[config.mk]
export PLATFORM = sky130hd
export DESIGN_NAME = address_event_stream_parser
export DESIGN_NICKNAME = d
export VERILOG_FILES = /design/src/rtl/aesp_pkg.sv /design/src/rtl/address_event_stream_parser.sv /design/src/rtl/aesp_regs.sv /design/src/rtl/aesp_parser.sv /design/src/rtl/aesp_unwrap.sv
export SDC_FILE = /design/constraint.sdc
export NUM_CORES = 1
export LEC_CHECK = 0
export BUFFER_PORTS_ARGS = -buffer_cell sky130_fd_sc_hd__buf_2
export CAP_MARGIN = 15
export CORE_ASPECT_RATIO = 0.8
export CORE_UTILIZATION = 55
export CTS_CLUSTER_SIZE = 10
export DETAILED_ROUTE_END_ITERATION = 16
export PLACE_DENSITY = 0.76
export SETUP_SLACK_MARGIN = 0.02
export SYNTH_ARGS = -nofsm -noshare
export SYNTH_HDL_FRONTEND = slang
export SYNTH_SLANG_ARGS = --single-unit
[constraint.sdc]
create_clock -name clk -period 10.4 [get_ports clk]
set_input_delay 1.04 -clock clk [delete_from_list [all_inputs] [get_ports clk]]
set_output_delay 1.04 -clock clk [all_outputs]
set_load 0.01 [all_outputs]
[src/rtl/aesp_pkg.sv]
`default_nettype none

package aesp_pkg;

    localparam int ADDR_W = 3;
    localparam int DATA_W = 32;

    // register indexes, taken from the word-aligned address bit
    localparam logic REG_TS_MODE = 1'b0;
    localparam logic REG_UNWRAP  = 1'b1;

    typedef enum logic [1:0] {
        TS_NONE  = 2'd0,
        TS_TWO   = 2'd1,
        TS_THREE = 2'd2,
        TS_FOUR  = 2'd3
    } ts_mode_t;

    localparam ts_mode_t TS_MODE_RESET = TS_THREE;
    localparam logic     UNWRAP_RESET  = 1'b1;

    // wrap added to the delta when the device time runs backwards
    localparam logic [32:0] WRAP_NONE  = 33'h0_0000_0000;
    localparam logic [32:0] WRAP_TWO   = 33'h0_0001_0000;
    localparam logic [32:0] WRAP_THREE = 33'h0_0100_0000;
    localparam logic [32:0] WRAP_FOUR  = 33'h1_0000_0000;

    typedef enum logic [2:0] {
        PH_SYNC   = 3'd0,
        PH_COLUMN = 3'd1,
        PH_STAMP1 = 3'd2,
        PH_STAMP2 = 3'd3,
        PH_STAMP3 = 3'd4,
        PH_STAMP4 = 3'd5
    } phase_t;

    typedef struct packed {
        ts_mode_t ts_mode;
        logic     unwrap;
    } cfg_t;

    typedef struct packed {
        logic [6:0]  x;
        logic [6:0]  y;
        logic        polarity;
        logic [31:0] stamp;
        cfg_t        cfg;
    } event_t;

endpackage

`default_nettype wire

[src/rtl/address_event_stream_parser.sv]
`default_nettype none

// Decodes a sensor byte stream of address events (1yyyyyyy, pxxxxxxx, then 0, 2, 3 or 4
// big-endian timestamp bytes) into one word per event: column, row, polarity and a
// 64-bit time that is either the raw device timestamp or the unwrapped host time.
// One byte is taken every cycle unless byte_ready is low; the byte-phase parser works
// on the byte as it is accepted and loads a completed event into the event register,
// and the unwrap stage (one 33-bit delta and one 64-bit add) moves it into the output
// register, which drives the event port. A stalled output holds back
// bytes only once both the event register and the output register are full, and then
// every byte waits, whatever its place in an event. No clearing pass after reset.
// Registers over the APB port: 0x0 timestamp mode (reset 2), 0x4 unwrap enable (reset 1).
module address_event_stream_parser
(
    input  wire logic                          clk,
    input  wire logic                          rst_n,
    input  wire logic                          psel,
    input  wire logic                          penable,
    input  wire logic                          pwrite,
    input  wire logic [aesp_pkg::ADDR_W-1:0]   paddr,
    input  wire logic [aesp_pkg::DATA_W-1:0]   pwdata,
    output logic      [aesp_pkg::DATA_W-1:0]   prdata,
    output logic                               pready,
    input  wire logic                          byte_valid,
    output logic                               byte_ready,
    input  wire logic [7:0]                    data_byte,
    output logic                               event_valid,
    input  wire logic                          event_ready,
    output logic [6:0]                         event_x,
    output logic [6:0]                         event_y,
    output logic                               event_polarity,
    output logic [63:0]                        event_time
);

    aesp_pkg::cfg_t   cfg;
    aesp_pkg::event_t evt;
    logic             evt_valid;
    logic             evt_ready;

    assign pready = 1'b1;

    aesp_regs u_regs
    (
        .clk     (clk),
        .rst_n   (rst_n),
        .psel    (psel),
        .penable (penable),
        .pwrite  (pwrite),
        .paddr   (paddr),
        .pwdata  (pwdata),
        .prdata  (prdata),
        .cfg     (cfg)
    );

    aesp_parser u_parser
    (
        .clk        (clk),
        .rst_n      (rst_n),
        .cfg        (cfg),
        .byte_valid (byte_valid),
        .byte_ready (byte_ready),
        .data_byte  (data_byte),
        .evt_valid  (evt_valid),
        .evt_ready  (evt_ready),
        .evt        (evt)
    );

    aesp_unwrap u_unwrap
    (
        .clk            (clk),
        .rst_n          (rst_n),
        .evt_valid      (evt_valid),
        .evt_ready      (evt_ready),
        .evt            (evt),
        .event_valid    (event_valid),
        .event_ready    (event_ready),
        .event_x        (event_x),
        .event_y        (event_y),
        .event_polarity (event_polarity),
        .event_time     (event_time)
    );

endmodule

`default_nettype wire

[src/rtl/aesp_regs.sv]
`default_nettype none

module aesp_regs
(
    input  wire logic                          clk,
    input  wire logic                          rst_n,
    input  wire logic                          psel,
    input  wire logic                          penable,
    input  wire logic                          pwrite,
    input  wire logic [aesp_pkg::ADDR_W-1:0]   paddr,
    input  wire logic [aesp_pkg::DATA_W-1:0]   pwdata,
    output logic      [aesp_pkg::DATA_W-1:0]   prdata,
    output aesp_pkg::cfg_t                     cfg
);

    aesp_pkg::ts_mode_t ts_mode_reg;
    logic               unwrap_reg;
    logic               reg_sel;
    logic               wr_en;

    assign reg_sel = paddr[aesp_pkg::ADDR_W-1];
    assign wr_en   = psel && penable && pwrite;

    always_ff @(posedge clk or negedge rst_n)
    begin
        if (!rst_n)
        begin
            ts_mode_reg <= aesp_pkg::TS_MODE_RESET;
            unwrap_reg  <= aesp_pkg::UNWRAP_RESET;
        end
        else if (wr_en)
        begin
            unique case (reg_sel)
                aesp_pkg::REG_TS_MODE: ts_mode_reg <= aesp_pkg::ts_mode_t'(pwdata[1:0]);
                aesp_pkg::REG_UNWRAP:  unwrap_reg  <= pwdata[0];
            endcase
        end
    end

    always_comb
    begin
        unique case (reg_sel)
            aesp_pkg::REG_TS_MODE: prdata = {30'b0, ts_mode_reg};
            aesp_pkg::REG_UNWRAP:  prdata = {31'b0, unwrap_reg};
        endcase
    end

    assign cfg.ts_mode = ts_mode_reg;
    assign cfg.unwrap  = unwrap_reg;

endmodule

`default_nettype wire

[src/rtl/aesp_parser.sv]
`default_nettype none

module aesp_parser
(
    input  wire logic            clk,
    input  wire logic            rst_n,
    input  wire aesp_pkg::cfg_t  cfg,
    input  wire logic            byte_valid,
    output logic                 byte_ready,
    input  wire logic [7:0]      data_byte,
    output logic                 evt_valid,
    input  wire logic            evt_ready,
    output aesp_pkg::event_t     evt
);

    aesp_pkg::phase_t phase_reg;
    aesp_pkg::phase_t phase_next;
    logic [6:0]       row_reg;
    logic [6:0]       row_next;
    logic [7:0]       col_reg;
    logic [7:0]       col_next;
    logic [31:0]      acc_reg;
    logic [31:0]      acc_next;
    logic [31:0]      acc_shift;
    logic [31:0]      stamp;
    logic [2:0]       need;
    logic [2:0]       gathered;
    logic             done;
    logic             fire;
    logic             evt_valid_reg;
    aesp_pkg::event_t evt_reg;

    assign byte_ready = !evt_valid_reg || evt_ready;
    assign fire       = byte_valid && byte_ready;
    assign acc_shift  = {acc_reg[23:0], data_byte};
    assign gathered   = 3'(phase_reg) - 3'd1;

    always_comb
    begin
        unique case (cfg.ts_mode)
            aesp_pkg::TS_NONE:  need = 3'd0;
            aesp_pkg::TS_TWO:   need = 3'd2;
            aesp_pkg::TS_THREE: need = 3'd3;
            aesp_pkg::TS_FOUR:  need = 3'd4;
        endcase
    end

    // timestamp is the low bytes of the accumulator, as many as the mode needs
    always_comb
    begin
        unique case (cfg.ts_mode)
            aesp_pkg::TS_NONE:  stamp = 32'b0;
            aesp_pkg::TS_TWO:   stamp = {16'b0, acc_shift[15:0]};
            aesp_pkg::TS_THREE: stamp = {8'b0, acc_shift[23:0]};
            aesp_pkg::TS_FOUR:  stamp = acc_shift;
        endcase
    end

    always_comb
    begin
        phase_next = phase_reg;
        row_next   = row_reg;
        col_next   = col_reg;
        acc_next   = acc_reg;
        done       = 1'b0;
        unique case (phase_reg)
            aesp_pkg::PH_COLUMN:
            begin
                col_next = data_byte;
                if (cfg.ts_mode == aesp_pkg::TS_NONE)
                begin
                    done       = 1'b1;
                    phase_next = aesp_pkg::PH_SYNC;
                end
                else
                begin
                    phase_next = aesp_pkg::PH_STAMP1;
                end
            end
            aesp_pkg::PH_STAMP1, aesp_pkg::PH_STAMP2,
            aesp_pkg::PH_STAMP3, aesp_pkg::PH_STAMP4:
            begin
                acc_next = acc_shift;
                // a mode change mid-event can leave enough bytes already gathered
                if (gathered >= need)
                begin
                    done       = 1'b1;
                    phase_next = aesp_pkg::PH_SYNC;
                end
                else
                begin
                    phase_next = aesp_pkg::phase_t'(3'(phase_reg) + 3'd1);
                end
            end
            default:
            begin
                // hunting for the sync bit; unused codes behave the same
                phase_next = aesp_pkg::PH_SYNC;
                if (data_byte[7])
                begin
                    row_next   = data_byte[6:0];
                    acc_next   = 32'b0;
                    phase_next = aesp_pkg::PH_COLUMN;
                end
            end
        endcase
    end

    always_ff @(posedge clk or negedge rst_n)
    begin
        if (!rst_n)
        begin
            phase_reg     <= aesp_pkg::PH_SYNC;
            evt_valid_reg <= 1'b0;
        end
        else
        begin
            if (fire)
            begin
                phase_reg <= phase_next;
            end
            if (byte_ready)
            begin
                evt_valid_reg <= fire && done;
            end
        end
    end

    always_ff @(posedge clk)
    begin
        if (fire)
        begin
            row_reg <= row_next;
            col_reg <= col_next;
            acc_reg <= acc_next;
        end
        if (fire && done)
        begin
            evt_reg.x        <= col_next[6:0];
            evt_reg.y        <= row_reg;
            evt_reg.polarity <= col_next[7];
            evt_reg.stamp    <= stamp;
            evt_reg.cfg      <= cfg;
        end
    end

    assign evt_valid = evt_valid_reg;
    assign evt       = evt_reg;

endmodule

`default_nettype wire

[src/rtl/aesp_unwrap.sv]
`default_nettype none

module aesp_unwrap
(
    input  wire logic              clk,
    input  wire logic              rst_n,
    input  wire logic              evt_valid,
    output logic                   evt_ready,
    input  wire aesp_pkg::event_t  evt,
    output logic                   event_valid,
    input  wire logic              event_ready,
    output logic [6:0]             event_x,
    output logic [6:0]             event_y,
    output logic                   event_polarity,
    output logic [63:0]            event_time
);

    logic        out_valid_reg;
    logic [6:0]  x_reg;
    logic [6:0]  y_reg;
    logic        pol_reg;
    logic [63:0] host_reg;
    logic [63:0] host_next;
    logic [31:0] last_reg;
    logic        seen_reg;
    logic        xfer;
    logic [32:0] wrap;
    logic [32:0] diff;
    logic [33:0] back;
    logic [63:0] delta;
    logic [63:0] host_sum;

    assign evt_ready = !out_valid_reg || event_ready;
    assign xfer      = evt_valid && evt_ready;

    always_comb
    begin
        unique case (evt.cfg.ts_mode)
            aesp_pkg::TS_NONE:  wrap = aesp_pkg::WRAP_NONE;
            aesp_pkg::TS_TWO:   wrap = aesp_pkg::WRAP_TWO;
            aesp_pkg::TS_THREE: wrap = aesp_pkg::WRAP_THREE;
            aesp_pkg::TS_FOUR:  wrap = aesp_pkg::WRAP_FOUR;
        endcase
    end

    // diff sign bit set means the device time went backwards
    assign diff = {1'b0, evt.stamp} - {1'b0, last_reg};
    assign back = {1'b0, wrap} + {diff[32], diff};

    always_comb
    begin
        priority if (!seen_reg)
        begin
            delta = 64'b0;
        end
        else if (diff[32])
        begin
            delta = {{30{back[33]}}, back};
        end
        else
        begin
            delta = {31'b0, diff};
        end
    end

    assign host_sum  = (seen_reg ? host_reg : 64'b0) + delta;
    assign host_next = evt.cfg.unwrap ? host_sum : {32'b0, evt.stamp};

    always_ff @(posedge clk or negedge rst_n)
    begin
        if (!rst_n)
        begin
            out_valid_reg <= 1'b0;
            host_reg      <= 64'b0;
            last_reg      <= 32'b0;
            seen_reg      <= 1'b0;
        end
        else
        begin
            if (evt_ready)
            begin
                out_valid_reg <= evt_valid;
            end
            if (xfer)
            begin
                host_reg <= host_next;
                last_reg <= evt.stamp;
                seen_reg <= 1'b1;
            end
        end
    end

    always_ff @(posedge clk)
    begin
        if (xfer)
        begin
            x_reg   <= evt.x;
            y_reg   <= evt.y;
            pol_reg <= evt.polarity;
        end
    end

    // host time only moves when a new word is loaded, so it doubles as the output time
    assign event_valid    = out_valid_reg;
    assign event_x        = x_reg;
    assign event_y        = y_reg;
    assign event_polarity = pol_reg;
    assign event_time     = host_reg;

endmodule

`default_nettype wire

==> qor.txt <==
Port Buffers: 100
IO Count: 164
slew margin rel.: 0.2494
Hold Path Class: register to register
core area: 25630 sq um
Initial DRC Count: 1085
RSZ-0062 raised after global routing: no
Worst Path Max Fanout: 32
Clock Skew: 0.02795 ns
antenna diode count: 0
CP Capture Type: register
total setup buffers inserted after CTS: 0
Die Wd: 184.1 um
CTS Hold Bufs: 0
TritonCTS clock tree: done
Routed Antenna Nets: 0
Post-Syn Area: 14590 sq um
syn_area_per_cell: 9.173 sq um
Yosys top cell by area: edfxtp_1
PostCTS Resize Cnt: 0
H-tree Lvls: 1
clock tree buffer depth: 3
hold violation total from the final report: 0
placer congestion estimate: 0.9464
initial antenna violation count: 0
synthesis warning total: 0
Vias/cell: 5.864
share of layout cells above drive strength 1: 0.1126
starting density of the core: 0.5690
Mapped Cells: 1590
Worst Tran Pin Value: 1.122 ns
maximum clock frequency: 116.6 MHz
Worst Setup Start Kind: register
Finished Cell Area: 16000 sq um
ys flop type: edfxtp_1
Final setup viols: 0
status: complete, no violations
Commonest cells post-synth: nand2_1 (167), o21ai_0 (134), and2_1 (117)
clock buffer count from CTS: 25
GRT Total Usage: 0.2667
worst skew pair latency: 0.55 ns
EDFF count, synth: 104
vias: 11900
max FFs per register: 64
Avg WL per Cell: 17.65 um
Max-Cap Viols: 0
fillers: 2177
Req. time, crit path: 10.83 ns
Yosys reg bits: 209
TritonCTS Sinks: 209
die height: 147.7 um
drt first pass iters: 5
synth-to-layout area growth: 9.668%
total gr overflow: 0
Root Driver: clkbuf_16
final period demand of the worst path: 8.578 ns
clock-pin slew on the worst setup and hold paths: 0.06 ns
synth unique cells: 100
Post-Route Utilization: 0.6240
most common cell in the netlist: nand2_1
Async SR Flop Fraction: 0.5024
largest net degree at the start of global routing: 87
routed wire length: 35820 um
fin crit share: 0.8248
CP max stage cell: a221oi_1
largest stage delay on the critical path: 0.64 ns
DRC Markers: 0
Crit path arrival time: 9.01 ns
Nets: 1812
register area share after synthesis: 0.3944
number of global-route vias before repair: 11190
post-synth top area share: 0.2141
dpl cell area: 15250 sq um
most frequent CP cell: a21oi_1
crit path kind: register to register
final setup TNS: 0 ns
Rows: 52
die area: 27180 sq um
first-pass GRT wire length: 58060 um
DP HPWL: 25790 um
fin. max-slew vios: 0
Synth area leaders: edfxtp_1 (21%), dfrtp_1 (18%), ha_1 (8.6%)
per-layer routing:
metal,up-vias,global-route usage,part of all wire
met4,0,0.07583,0.025
met5,-,0,0
met3,59,0.03030,0.070
met1,5640,0.4035,0.47
li1,5772,-,-
met2,428,0.4023,0.43
cell type report:
cell class	count	area, sq um	area share
clock inverter	3	55.05	0.003442
inverter	77	289.0	0.01807
clock buffer	42	689.4	0.04310
timing repair buffer	110	578.1	0.03614
tap	351	439.2	0.02746
multi-input combinational	1237	8190	0.5120
sequential	209	5754	0.3597
path summary, 6_finish.rpt:
| path | start | to | slack, ns | cells after the start |
|---|---|---|---|---|
| worst max-delay path | u_parser.evt[3] | u_unwrap.event_time[63] | 1.82 | 33 |
| worst min-delay path | u_parser.evt[38] | u_unwrap.event_y[2] | 0.41 | 0 |
| worst max register to register | u_parser.evt[3] | u_unwrap.event_time[63] | 1.82 | 33 |
| worst min register to register | u_parser.evt[38] | u_unwrap.event_y[2] | 0.41 | 0 |
| max in group asynchronous | rst_n | u_parser.phase_reg[2] | 8.59 | 2 |
| min in group asynchronous | rst_n | u_unwrap.event_time[5] | 0.54 | 1 |
placed cells by master, fill, tap and decap left out, types with 15 or more instances in the layout:
master and instances:
nor3_1 25, xor2_1 38, nand4_1 15, clkbuf_1 17, and2_1 117, and3_1 22
ha_1 100, a21o_1 47, nand2b_1 15, a21oi_1 101, nand3_1 33, nor2b_1 21
conb_1 31, buf_2 99, clkbuf_16 25, nor2_1 95, xnor2_1 47, dfrtp_1 102
o21ai_0 134, nand2_1 166, edfxtp_1 104, o21bai_1 16, inv_1 75, a31oi_1 19
mux2i_1 27
through the flow:
stage	setup WS [ns]	cells	hold slack [ns]
detailed placement	1.990	1984	0.4045
global route	1.343	2029	0.4203
floorplan	3.261	1619	0.4003
finish	1.822	2029	0.4122
CTS	1.946	2029	0.4174
global placement	2.127	1984	0.4012
worst max-delay path: cells and delay by family (launching register included):
| kind | cells | cell delay [ns] |
|---|---|---|
| flops | 1 | 0.44 |
| buf+inv | 5 | 0.95 |
| simple gates | 5 | 0.81 |
| compound gates | 19 | 4.79 |
| fa+ha+maj | 4 | 1.47 |
logic make-up (layout without fill, tap and decap cells):
| kind of cell | count (synthesis) | after routing | share of synthesized area |
|---|---|---|---|
| other cells | 2 | 31 | 0.0005149 |
| fa+ha+maj | 102 | 102 | 0.08853 |
| compound gates | 430 | 430 | 0.1942 |
| buf+inv | 173 | 232 | 0.05379 |
| xor+xnor | 85 | 85 | 0.05104 |
| mux | 38 | 38 | 0.02702 |
| simple gates | 551 | 551 | 0.1904 |
| flops | 209 | 209 | 0.3944 |
Power is not shown: default switching activity piles up to over one toggle a cycle in this logic, so the estimate is an artifact.
